--- src/design/spi_pkg.sv ---
// shared constants, types and codes for the segment plane intersection block
package spi_pkg;
    localparam int FRAC_BITS_DEF = 16;
    localparam int CRD_W = 32;
    localparam int DIST_W = 67;
    localparam int MAG_W = 67;
    localparam int NUM_REGS = 6;
    localparam int ADDR_W = 5;

    typedef enum logic [2:0] {
        KIND_NONE  = 3'd0,
        KIND_PLANE = 3'd1,
        KIND_START = 3'd2,
        KIND_END   = 3'd3,
        KIND_CROSS = 3'd4
    } t_kind;

    typedef enum logic [2:0] {
        REG_OX = 3'd0, REG_OY = 3'd1, REG_OZ = 3'd2,
        REG_NX = 3'd3, REG_NY = 3'd4, REG_NZ = 3'd5
    } t_reg;

    typedef logic signed [CRD_W-1:0] t_crd;
    typedef t_crd t_vec [3];
endpackage

--- src/design/spi_div.sv ---
// pipelined restoring divider, one quotient bit per stage
module spi_div #(
    parameter int FRAC_BITS = spi_pkg::FRAC_BITS_DEF
) (
    input  logic                          i_clk,
    input  logic                          i_rst_n,
    input  logic                          i_vld,
    input  logic [spi_pkg::MAG_W-1:0]     i_num,
    input  logic [spi_pkg::MAG_W:0]       i_den,
    output logic                          o_vld,
    output logic [FRAC_BITS-1:0]          o_quo
);
    import spi_pkg::*;

    localparam int RW = MAG_W + 2;

    logic [RW-1:0]        r_rem [FRAC_BITS+1];
    logic [MAG_W:0]       r_den [FRAC_BITS+1];
    logic [FRAC_BITS-1:0] r_q   [FRAC_BITS+1];
    logic                 r_v   [FRAC_BITS+1];

    always_comb begin
        r_rem[0] = RW'(i_num);
        r_den[0] = i_den;
        r_q[0]   = '0;
        r_v[0]   = i_vld;
    end

    // one shift and subtract per stage
    for (genvar s = 0; s < FRAC_BITS; s++) begin : g_st
        logic [RW-1:0] w_sh;
        assign w_sh = {r_rem[s][RW-2:0], 1'b0};
        always_ff @(posedge i_clk) begin
            if (w_sh >= RW'(r_den[s])) begin
                r_rem[s+1] <= w_sh - RW'(r_den[s]);
                r_q[s+1]   <= {r_q[s][FRAC_BITS-2:0], 1'b1};
            end else begin
                r_rem[s+1] <= w_sh;
                r_q[s+1]   <= {r_q[s][FRAC_BITS-2:0], 1'b0};
            end
            r_den[s+1] <= r_den[s];
        end
        always_ff @(posedge i_clk) begin
            if (!i_rst_n) begin
                r_v[s+1] <= 1'b0;
            end else begin
                r_v[s+1] <= r_v[s];
            end
        end
    end

    assign o_vld = r_v[FRAC_BITS];
    assign o_quo = r_q[FRAC_BITS];
endmodule

--- config.mk ---
export PLATFORM = sky130hd
export DESIGN_NAME = spi_div
export DESIGN_NICKNAME = d
export VERILOG_FILES = /design/src/design/spi_pkg.sv /design/src/design/spi_div.sv
export SDC_FILE = /design/constraint.sdc
export NUM_CORES = 2
export LEC_CHECK = 0
export BUFFER_PORTS_ARGS = -buffer_cell sky130_fd_sc_hd__buf_2
export CAP_MARGIN = 20
export CORE_ASPECT_RATIO = 0.8
export CORE_UTILIZATION = 40
export DETAILED_ROUTE_END_ITERATION = 10
export GPL_TIMING_DRIVEN = 0
export SYNTH_ARGS = -nofsm -noshare
export SYNTH_HDL_FRONTEND = slang
export SYNTH_SLANG_ARGS = --single-unit
--- constraint.sdc ---
create_clock -name i_clk -period 4.5 [get_ports i_clk]
set_input_delay 0 -clock i_clk [delete_from_list [all_inputs] [get_ports i_clk]]
set_output_delay 0 -clock i_clk [all_outputs]
set_load 0.02 [all_outputs]
==> impl_metrics.tcl <==
set metrics [dict create \
    netlist_area_mm2 0.120 \
    h-tree-depth 4 \
    final_critical_path_setup_slack_ps 32.5 \
    gp_routability_congestion 0.992 \
    drt-wirelength-per-cell_um 18.8 \
    drtPass1Iterations 8 \
    timing.fmax_mhz 224 \
    netsw_mw 49.2 \
    ys_types 110 \
    vias_in_the_first_global_route 98385 \
    critical_path.max_fanout 9 \
    die-height_um 492 \
    setup-violations-final 0 \
    worst_ep_arrival_time_ps 5220 \
    synth_ff_type "dfxtp_1" \
    finalMaxSlewViolations 0 \
    timing.hold.worst.class "primary input to flop" \
    worst_setup_hold_path_clk_slew_ps 60 \
    pre_cts_slack_ps -1490 \
    criticalPathCategory "flop to flop" \
    cp_data_required_time_ps 5260 \
    design.final.nets 16073 \
    synthTopCellsByArea "dfxtp_1 (37%), ha_1 (11%), a21oi_1 (6.7%)" \
    async_reset_ff_frac 0 \
    synth_cells 14144 \
    final.setup.tns_ps 0 \
    grt_first_pass_wirelength_um 549000 \
    ir_worst_vdd_mv 0.465 \
    number_of_buffers_created_by_cts 234 \
    detail_route.iter0.violations 5963 \
    synth-edff-count 0 \
    clockPowerShare 0.175 \
    numPlacedInstances 18292 \
    synthDominantAreaCellType "dfxtp_1" \
    status "complete, no violations" \
    detail_route.drc_violations 0 \
    ys.warnings.count 0 \
    critical_path.endpoint_type "flop" \
    worst_skew_pair.late_latency_ps 920 \
    p_leak_nw 62.9 \
    pin_count 155 \
    floorplan.rows 179 \
    report.final.hold_viol_count 0 \
    yosys.area.top_type_share 0.366 \
    synth_most_common_cell "dfxtp_1" \
    wl_final_um 358000 \
    crit_path_start_kind "flop" \
    tritoncts "done" \
    core_area_mm2 0.298 \
    critical-path-top-delay-family "compound AO/OA/AOI/OAI gates" \
    vias_per_cell 5.19 \
    post-route-min-period_ps 4470 \
    synth.ff_latch_count 2192 \
    number_of_standard_cells_in_the_layout_taps_in_and_fillers_out 19007 \
    grt_overflow_total 0 \
    post_route_cells_drive_above_1_share 0.0900 \
    floorplan.initialDensity 0.403 \
    io_buffers 154 \
    cpMostUsedCell "o21ai_0" \
    timing.critical_path.buf_inv 2 \
    area_growth_pct 14.9 \
    maximum_cell_stage_delay_along_the_critical_path_ps 500 \
    clk_path_buf_depth 4 \
    detailroute.via_count 98608 \
    clockRootBuffer "clkbuf_16" \
    slew-limit-headroom 0.257 \
    grt_antenna_before_repair 6 \
    tightestPinTransition_ps 1110 \
    finalHoldWorstSlack_ps 144 \
    synth_area_per_cell_um2 8.49 \
    clock_sinks 2192 \
    grt_max_degree 17 \
    ant_nets 0 \
    finalClockSkew_ps 52.7 \
    seqPwrFrac 0.260 \
    power_dens_cells_mw_per_mm2 826 \
    switching_share 0.432 \
    fillers 29373 \
    seq_total_area_yosys 0.366 \
    comb_power_share 0.565 \
    die_area_mm2 0.302 \
    critical_path.cell_chain "inv_1, ha_1, clkbuf_1, and3_1, nand4_1, nor2_2, a221oi_1, a21boi_1, o31a_1, o21a_1, o21ai_0, a21oi_1, o21ai_0, xor2_1, mux2_1" \
    die-width_um 614 \
    internal-power_mw 64.7 \
    hpwlAfterDp_um 292000 \
    finished_core_util 0.463 \
    net_count_synth 15384 \
    cap_violations 0 \
    gr_util_all_layers 0.228 \
    final.period_utilization 0.993 \
    most_frequent_cells_after_synthesis "dfxtp_1 (2,192), a21oi_1 (1,602), inv_1 (1,385)" \
    cp_slowest_cell "nor2_2" \
]
-- cells by family after synthesis --
group                      Yosys count  share of synthesized area
xor gates and xnor gates           943                     0.0688
AOI/OAI and AO/OA                 4169                      0.214
and+or+nand+nor                   3372                      0.133
muxes                              398                     0.0383
buffers and inverters             1968                     0.0648
adders and majority gates         1102                      0.116
DFF                               2192                      0.366
-- timing repair --
action	CTS	global route
endpoints found under the setup margin	954	753
pin swaps	20	19
gates resized for setup	150	106
hold buffers	276	0
buffers inserted	16	18
endpoints found under the hold margin	152	0
-- placed cells by master (no fill, tap or decap), types with 99 or more instances in the layout --
cell type,n
and3_1,99
buf_2,232
inv_1,1384
a21o_1,584
a31oi_1,145
nand2b_1,117
xor2_1,379
mux2_2,331
xnor2_1,564
dlygate4sd3_1,276
o21a_1,128
o21ai_0,810
nor3_1,168
ha_1,1080
clkbuf_16,238
a21oi_1,1590
nand4_1,315
nor2b_1,131
dfxtp_1,2191
clkbuf_1,414
nor2_1,988
o21bai_1,209
nand3_1,194
nand2_1,1000
-- worst reg2reg max path, stage by stage, from the launching register on --
cell	delay [ps]
dfxtp_1	370
inv_1	60
ha_1	270
clkbuf_1	320
and3_1	260
nand4_1	160
nor2_2	500
a221oi_1	150
a21boi_1	250
o31a_1	450
o21a_1	240
o21ai_0	430
a21oi_1	230
o21ai_0	250
xor2_1	90
mux2_1	310
-- stage by stage --
| step | power [mW] | instance area (um^2) |
|---|---|---|
| 6_report | 114 | 138000 |
| 5_1_grt | 122 | 138000 |
| 4_1_cts | 113 | 137000 |
| 3_5_place_dp | 92.0 | 126000 |
| 3_3_place_gp | 92.0 | 126000 |
| 2_1_floorplan | 75.7 | 120000 |
-- layer usage --
layer  part of all wire  routed length (um)  GRT usage  up-vias
met5                  0                   0          0        -
met4              0.076               27300      0.155        0
met3              0.032               11600     0.0197      786
met2               0.46              164000      0.390     2330
met1               0.43              155000      0.273    44703
li1                   -                   -          -    50789
-- cell type report --
class,instances,area (um^2),area share
multi-input combinational,9984,69200,0.502
sequential,2192,43900,0.318
clock buffer,329,6830,0.0495
inverter,1386,5210,0.0377
tap,3982,4980,0.0361
timing repair buffer,476,3910,0.0283
buffer,559,2720,0.0197
clock inverter,88,1180,0.00854
antenna,11,27.5,0.000200
-- power by group through the flow --
| stage | sequential, mW | combinational, mW | clock, mW |
|---|---|---|---|
| 2_1_floorplan | 28.1 | 47.5 | 0 |
| 3_3_place_gp | 30.0 | 62.1 | 0 |
| 3_5_place_dp | 29.9 | 62.0 | 0 |
| 4_1_cts | 29.6 | 63.4 | 20.5 |
| 5_1_grt | 30.2 | 71.1 | 21.3 |
| 6_report | 29.6 | 64.4 | 19.9 |
-- final timing paths --
path                      start                        to  slack, ps  cells after the start
max          r_den[903]$_DFF_P_  g_st[4].w_sh[53]$_DFF_P_         30                     15
min                    i_num[0]   g_st[1].w_sh[2]$_DFF_P_        140                      5
max reg2reg  r_den[903]$_DFF_P_  g_st[4].w_sh[53]$_DFF_P_         30                     15
min reg2reg     r_q[54]$_DFF_P_           r_q[39]$_DFF_P_        290                      0
-- sequential cells by signal (all words and copies together), names as in the netlist --
register   cells
r_v           15
r_den       1020
g_st.w_sh   1020
r_q          120
o_quo         16
o_vld          1
No activity file was read; power rests on OpenSTA's default activity.
