<file path="src/design/spi_pkg.sv">
// shared constants, types and codes for the segment plane intersection block
package spi_pkg;
    localparam int FRAC_BITS_DEF = 16;
    localparam int CRD_W = 32;
    localparam int DIST_W = 67;
    localparam int MAG_W = 67;
    localparam int NUM_REGS = 6;
    localparam int ADDR_W = 5;

    typedef enum logic [2:0] {
        KIND_NONE  = 3'd0,
        KIND_PLANE = 3'd1,
        KIND_START = 3'd2,
        KIND_END   = 3'd3,
        KIND_CROSS = 3'd4
    } t_kind;

    typedef enum logic [2:0] {
        REG_OX = 3'd0, REG_OY = 3'd1, REG_OZ = 3'd2,
        REG_NX = 3'd3, REG_NY = 3'd4, REG_NZ = 3'd5
    } t_reg;

    typedef logic signed [CRD_W-1:0] t_crd;
    typedef t_crd t_vec [3];
endpackage

</file>
<file path="src/design/spi_lerp.sv">
// interpolated point, product stage then floor shift and add
module spi_lerp #(
    parameter int FRAC_BITS = spi_pkg::FRAC_BITS_DEF
) (
    input  logic                 i_clk,
    input  logic                 i_rst_n,
    input  logic                 i_vld,
    input  logic [2:0]           i_kind,
    input  logic [FRAC_BITS:0]   i_frac,
    input  spi_pkg::t_vec        i_p0,
    input  spi_pkg::t_vec        i_p1,
    output logic                 o_vld,
    output logic [2:0]           o_kind,
    output logic [FRAC_BITS:0]   o_frac,
    output spi_pkg::t_vec        o_cut
);
    import spi_pkg::*;

    localparam int PW = CRD_W + FRAC_BITS + 3;

    logic                   r_v;
    logic [2:0]             r_kind;
    logic [FRAC_BITS:0]     r_frac;
    t_crd                   r_p0 [3];
    logic signed [PW-1:0]   r_prod [3];

    // product of difference and fraction
    always_ff @(posedge i_clk) begin
        r_kind <= i_kind;
        r_frac <= i_frac;
        for (int i = 0; i < 3; i++) begin
            r_p0[i]   <= i_p0[i];
            r_prod[i] <= PW'(($signed({i_p1[i][CRD_W-1], i_p1[i]})
                         - $signed({i_p0[i][CRD_W-1], i_p0[i]}))
                         * $signed({1'b0, i_frac}));
        end
    end

    // arithmetic shift floors; zero fields for none and in plane
    always_ff @(posedge i_clk) begin
        o_kind <= r_kind;
        for (int i = 0; i < 3; i++) begin
            if (r_kind == KIND_NONE || r_kind == KIND_PLANE) begin
                o_cut[i] <= '0;
            end else begin
                o_cut[i] <= r_p0[i] + CRD_W'(r_prod[i] >>> FRAC_BITS);
            end
        end
        o_frac <= (r_kind == KIND_NONE || r_kind == KIND_PLANE) ? '0 : r_frac;
    end

    always_ff @(posedge i_clk) begin
        if (!i_rst_n) begin
            r_v <= 1'b0; o_vld <= 1'b0;
        end else begin
            r_v <= i_vld; o_vld <= r_v;
        end
    end
endmodule

</file>
<file path="config.mk">
export PLATFORM = sky130hd
export DESIGN_NAME = spi_lerp
export DESIGN_NICKNAME = d
export VERILOG_FILES = /design/src/design/spi_pkg.sv /design/src/design/spi_lerp.sv
export SDC_FILE = /design/constraint.sdc
export NUM_CORES = 2
export LEC_CHECK = 0
export ABC_AREA = 1
export CORE_MARGIN = 1.5
export CORE_UTILIZATION = 48
export DETAILED_ROUTE_END_ITERATION = 8
export DONT_BUFFER_PORTS = 1
export PLACE_DENSITY = 0.72
export RECOVER_POWER = 50
export SETUP_SLACK_MARGIN = 0.5
export SYNTH_ARGS = -nofsm -noshare
export SYNTH_HDL_FRONTEND = slang
export SYNTH_SLANG_ARGS = --single-unit
</file>
<file path="constraint.sdc">
create_clock -name i_clk -period 24.2 [get_ports i_clk]
set_input_delay 4.84 -clock i_clk [delete_from_list [all_inputs] [get_ports i_clk]]
set_output_delay 4.84 -clock i_clk [all_outputs]
set_load 0.05 [all_outputs]
</file>
==> impl_metrics.py <==
metrics = {
    "place": {
        "port_buffers": 0,
        "dp_hpwl_um": 193000,
        "place_area_mm2": 0.0773,
        "finalWeightedCongestion": 0.984,
    },
    "yosys": {
        "asyncSetResetFlopFracSynth_pct": 0,
        "synth-seq-area-share_pct": 8.74,
        "yosys.cell_types.count": 73,
        "synth_cells": 9695,
        "synthesis.nets": 12000,
        "ys.flop_type": "sky130_fd_sc_hd__dfxtp_1",
        "post_synth_main_area_contributors": "sky130_fd_sc_hd__fa_1, sky130_fd_sc_hd__inv_1, sky130_fd_sc_hd__dfxtp_1",
        "post_synth_edffs": 0,
        "ys_warn_count": 0,
        "netlist_area_mm2": 0.0756,
        "synthDominantCellAreaShare_pct": 41.0,
        "postSynthRegisterBits": 330,
        "syn-mean-instance-area_um2": 7.79,
        "synth_top_cell_by_area": "sky130_fd_sc_hd__fa_1",
    },
    "min_path": {
        "min_path_type": "flip-flop to flip-flop",
        "hold_start": "r_kind[0]",
        "min_delay_path_depth": 0,
    },
    "floorplanning": {
        "die-height_um": 400,
        "start_util_pct": 48.4,
        "placeableCoreArea_mm2": 0.156,
        "std_cell_rows": 145,
        "pin_count": 332,
        "die-area_mm2": 0.160,
        "dieWidth_um": 400,
    },
    "global_route": {
        "grt_pass1_wl_um": 372000,
        "maximum_number_of_pins_on_one_net_before_global_route_repair": 93,
        "grt-ovfl-total": 0,
        "via_count_of_the_first_global_routing_pass": 66500,
        "track_usage_pct": 30.3,
        "antenna_found_initial": 8,
    },
    "setup_path": {
        "category_of_the_critical_setup_timing_path": "primary input to flip-flop",
        "critical_path_start_type": "primary input",
        "regToRegStartpoint": "r_kind[2]",
        "reg2reg_path_depth": 5,
        "cp_max_fo": 12,
        "crit_path_top_delay_cell": "sky130_fd_sc_hd__nor4_1",
        "most_common_cell_on_crit_path": "sky130_fd_sc_hd__fa_1",
        "timing.critical_path.to_type": "flip-flop",
        "crit_path_start": "i_p1[32]",
        "worst_ep_arrival_time_ns": 13.12,
        "slowest_delay_ns": 0.86,
        "timing.critical_path.required_ns": 24.75,
    },
    "cells_and_area": {
        "synthToLayoutAreaGrowth_pct": 4.54,
        "fin_util_pct": 50.6,
        "mostFrequentLayoutCell": "sky130_fd_sc_hd__inv_1",
        "layout_filler_cell_count": 15000,
        "drive_above_1_share_pct": 3.38,
        "highest_count_cells_in_the_layout_ignoring_fill_and_taps": "sky130_fd_sc_hd__inv_1, sky130_fd_sc_hd__nand2_1, sky130_fd_sc_hd__fa_1",
        "sequential_cell_area_mm2": 0.00661,
        "multi_input_area_mm2": 0.0583,
        "finalNetCount": 11800,
        "finalInstanceArea_mm2": 0.0790,
    },
    "sta": {
        "post-route-min-period_ns": 12.57,
        "post-route-period-util_pct": 51.9,
        "skew_ns": 0.0497,
        "drv_slew": 87,
        "finalSetupViolCount": 0,
        "worst_slew_pin_slew_ns": 3.54,
        "setup_total_negative_slack_ns": 0,
        "relSlewSlack_pct": -136,
        "setup_repair_after_global_routing_missed_its_margin": "false",
        "hold_viol_final": 0,
        "fmax_mhz": 79.6,
    },
    "routing": {
        "route.detailed.drc": 0,
        "routed_wire_length_per_instance_um": 20.6,
        "post_drt_via_cell_ratio": 5.40,
        "route.antenna.remaining_nets": 0,
        "first_drt_iteration_drcs": 5251,
        "route.vias.total": 62700,
        "first_pass_iters": 7,
        "drt-total-wl_um": 239000,
    },
    "cts": {
        "clk_pin_slew_worst_paths_ns": 0.06,
        "cts_tree": "built",
        "cts-resized-gates": 0,
        "number_of_sinks_on_the_clock_net": 330,
        "tritoncts.num_buffers": 45,
        "cts_hold_buf": 0,
        "postcts_setup_bufs": 0,
        "cts-htree-levels": 2,
        "clkLatencyLatePin_ns": 0.71,
        "clock_tree.buffer_depth": 3,
        "clk_root_buffer_cell": "sky130_fd_sc_hd__clkbuf_16",
    },
    "outcome": {
        "failed_checks": "max-capacitance violations, max-slew violations",
        "status": "complete, but fails checks",
    },
    "flow_run": {
        "cap_violations": 2,
    },
}
-- critical path: cells and delay by family --
kind / cells / cell delay (ns)
buffers and inverters: 6 / 0.72
XOR/XNOR: 1 / 0.15
AO/OA/AOI/OAI: 3 / 0.73
adder cells (fa/ha/maj): 9 / 3.93
AND/OR/NAND/NOR: 13 / 2.73
-- layer usage --
layer | vias to the layer above | part of all wire (%) | GRT usage [%]
met3 | 638 | 9.2 | 6.03
li1 | 28200 | - | -
met5 | - | 0.015 | 0
met1 | 30900 | 39 | 37.9
met4 | 6 | 4.5 | 12.5
met2 | 2915 | 48 | 51.2
-- worst paths after layout --
check	slack, ns	to
worst max-delay path	11.63	r_prod[0][97]
worst min-delay path	0.33	o_kind[0]
worst max register to register	20.03	o_cut[17]
worst min register to register	0.33	o_kind[0]
-- synth_stat cells (9+ instances only) --
| cell | n |
|---|---|
| sky130_fd_sc_hd__nand2_1 | 1553 |
| sky130_fd_sc_hd__fa_1 | 1548 |
| sky130_fd_sc_hd__inv_2 | 18 |
| sky130_fd_sc_hd__nor2_2 | 20 |
| sky130_fd_sc_hd__buf_4 | 18 |
| sky130_fd_sc_hd__a21oi_1 | 412 |
| sky130_fd_sc_hd__nand2_2 | 42 |
| sky130_fd_sc_hd__nor2_4 | 10 |
| sky130_fd_sc_hd__nand3b_1 | 13 |
| sky130_fd_sc_hd__nand3_1 | 319 |
| sky130_fd_sc_hd__nor4_1 | 20 |
| sky130_fd_sc_hd__or2_2 | 46 |
| sky130_fd_sc_hd__a21o_1 | 38 |
| sky130_fd_sc_hd__nor3_1 | 53 |
| sky130_fd_sc_hd__o21ai_0 | 217 |
| sky130_fd_sc_hd__nand4_1 | 38 |
| sky130_fd_sc_hd__a221oi_1 | 9 |
| sky130_fd_sc_hd__dfxtp_1 | 330 |
| sky130_fd_sc_hd__o21bai_1 | 39 |
| sky130_fd_sc_hd__a21boi_0 | 11 |
| sky130_fd_sc_hd__inv_1 | 2490 |
| sky130_fd_sc_hd__or2_1 | 29 |
| sky130_fd_sc_hd__buf_1 | 13 |
| sky130_fd_sc_hd__a31oi_1 | 51 |
| sky130_fd_sc_hd__ha_1 | 519 |
| sky130_fd_sc_hd__xor2_1 | 94 |
| sky130_fd_sc_hd__nor2_1 | 1301 |
| sky130_fd_sc_hd__buf_2 | 39 |
| sky130_fd_sc_hd__clkbuf_1 | 201 |
| sky130_fd_sc_hd__xnor2_1 | 48 |
| sky130_fd_sc_hd__nand2_4 | 9 |
| sky130_fd_sc_hd__o21a_1 | 32 |
-- logic make-up after synthesis --
group / after synthesis / share of synthesized area, %
adders and majority gates: 2067 / 49.6
buffers and inverters: 2794 / 14.1
DFF: 330 / 8.74
and+or+nand+nor: 3481 / 19.0
xor gates and xnor gates: 153 / 1.90
AOI/OAI and AO/OA: 870 / 6.61
-- layout make-up --
cell class,instances,area share (%)
Sequential cell,330,8.36
Inverter,2516,12.0
Timing Repair Buffer,46,0.428
Clock buffer,56,1.59
Multi-Input combinational cell,6571,73.8
Tap cell,2058,3.26
Antenna cell,5,0.0158
Clock inverter,28,0.589
-- stage by stage --
step | hold slack [ns] | cells | setup WS (ns)
2_1_floorplan | 0.310 | 9695 | 12.72
3_3_place_gp | 0.310 | 11500 | 11.22
3_5_place_dp | 0.319 | 11500 | 11.14
4_1_cts | 0.331 | 11600 | 11.84
5_1_grt | 0.341 | 11600 | 11.25
6_report | 0.329 | 11600 | 11.63
-- registers in the layout, indices dropped and copies added (netlist names) --
register	count
r_p0	96
o_cut	96
o_vld	1
o_kind	3
r_prod	96
o_frac	17
r_frac	17
r_kind	3
r_v	1
Power is left out: the tool's default activity adds up to more than one toggle a clock period on the data nets, which glitch-free logic cannot reach.
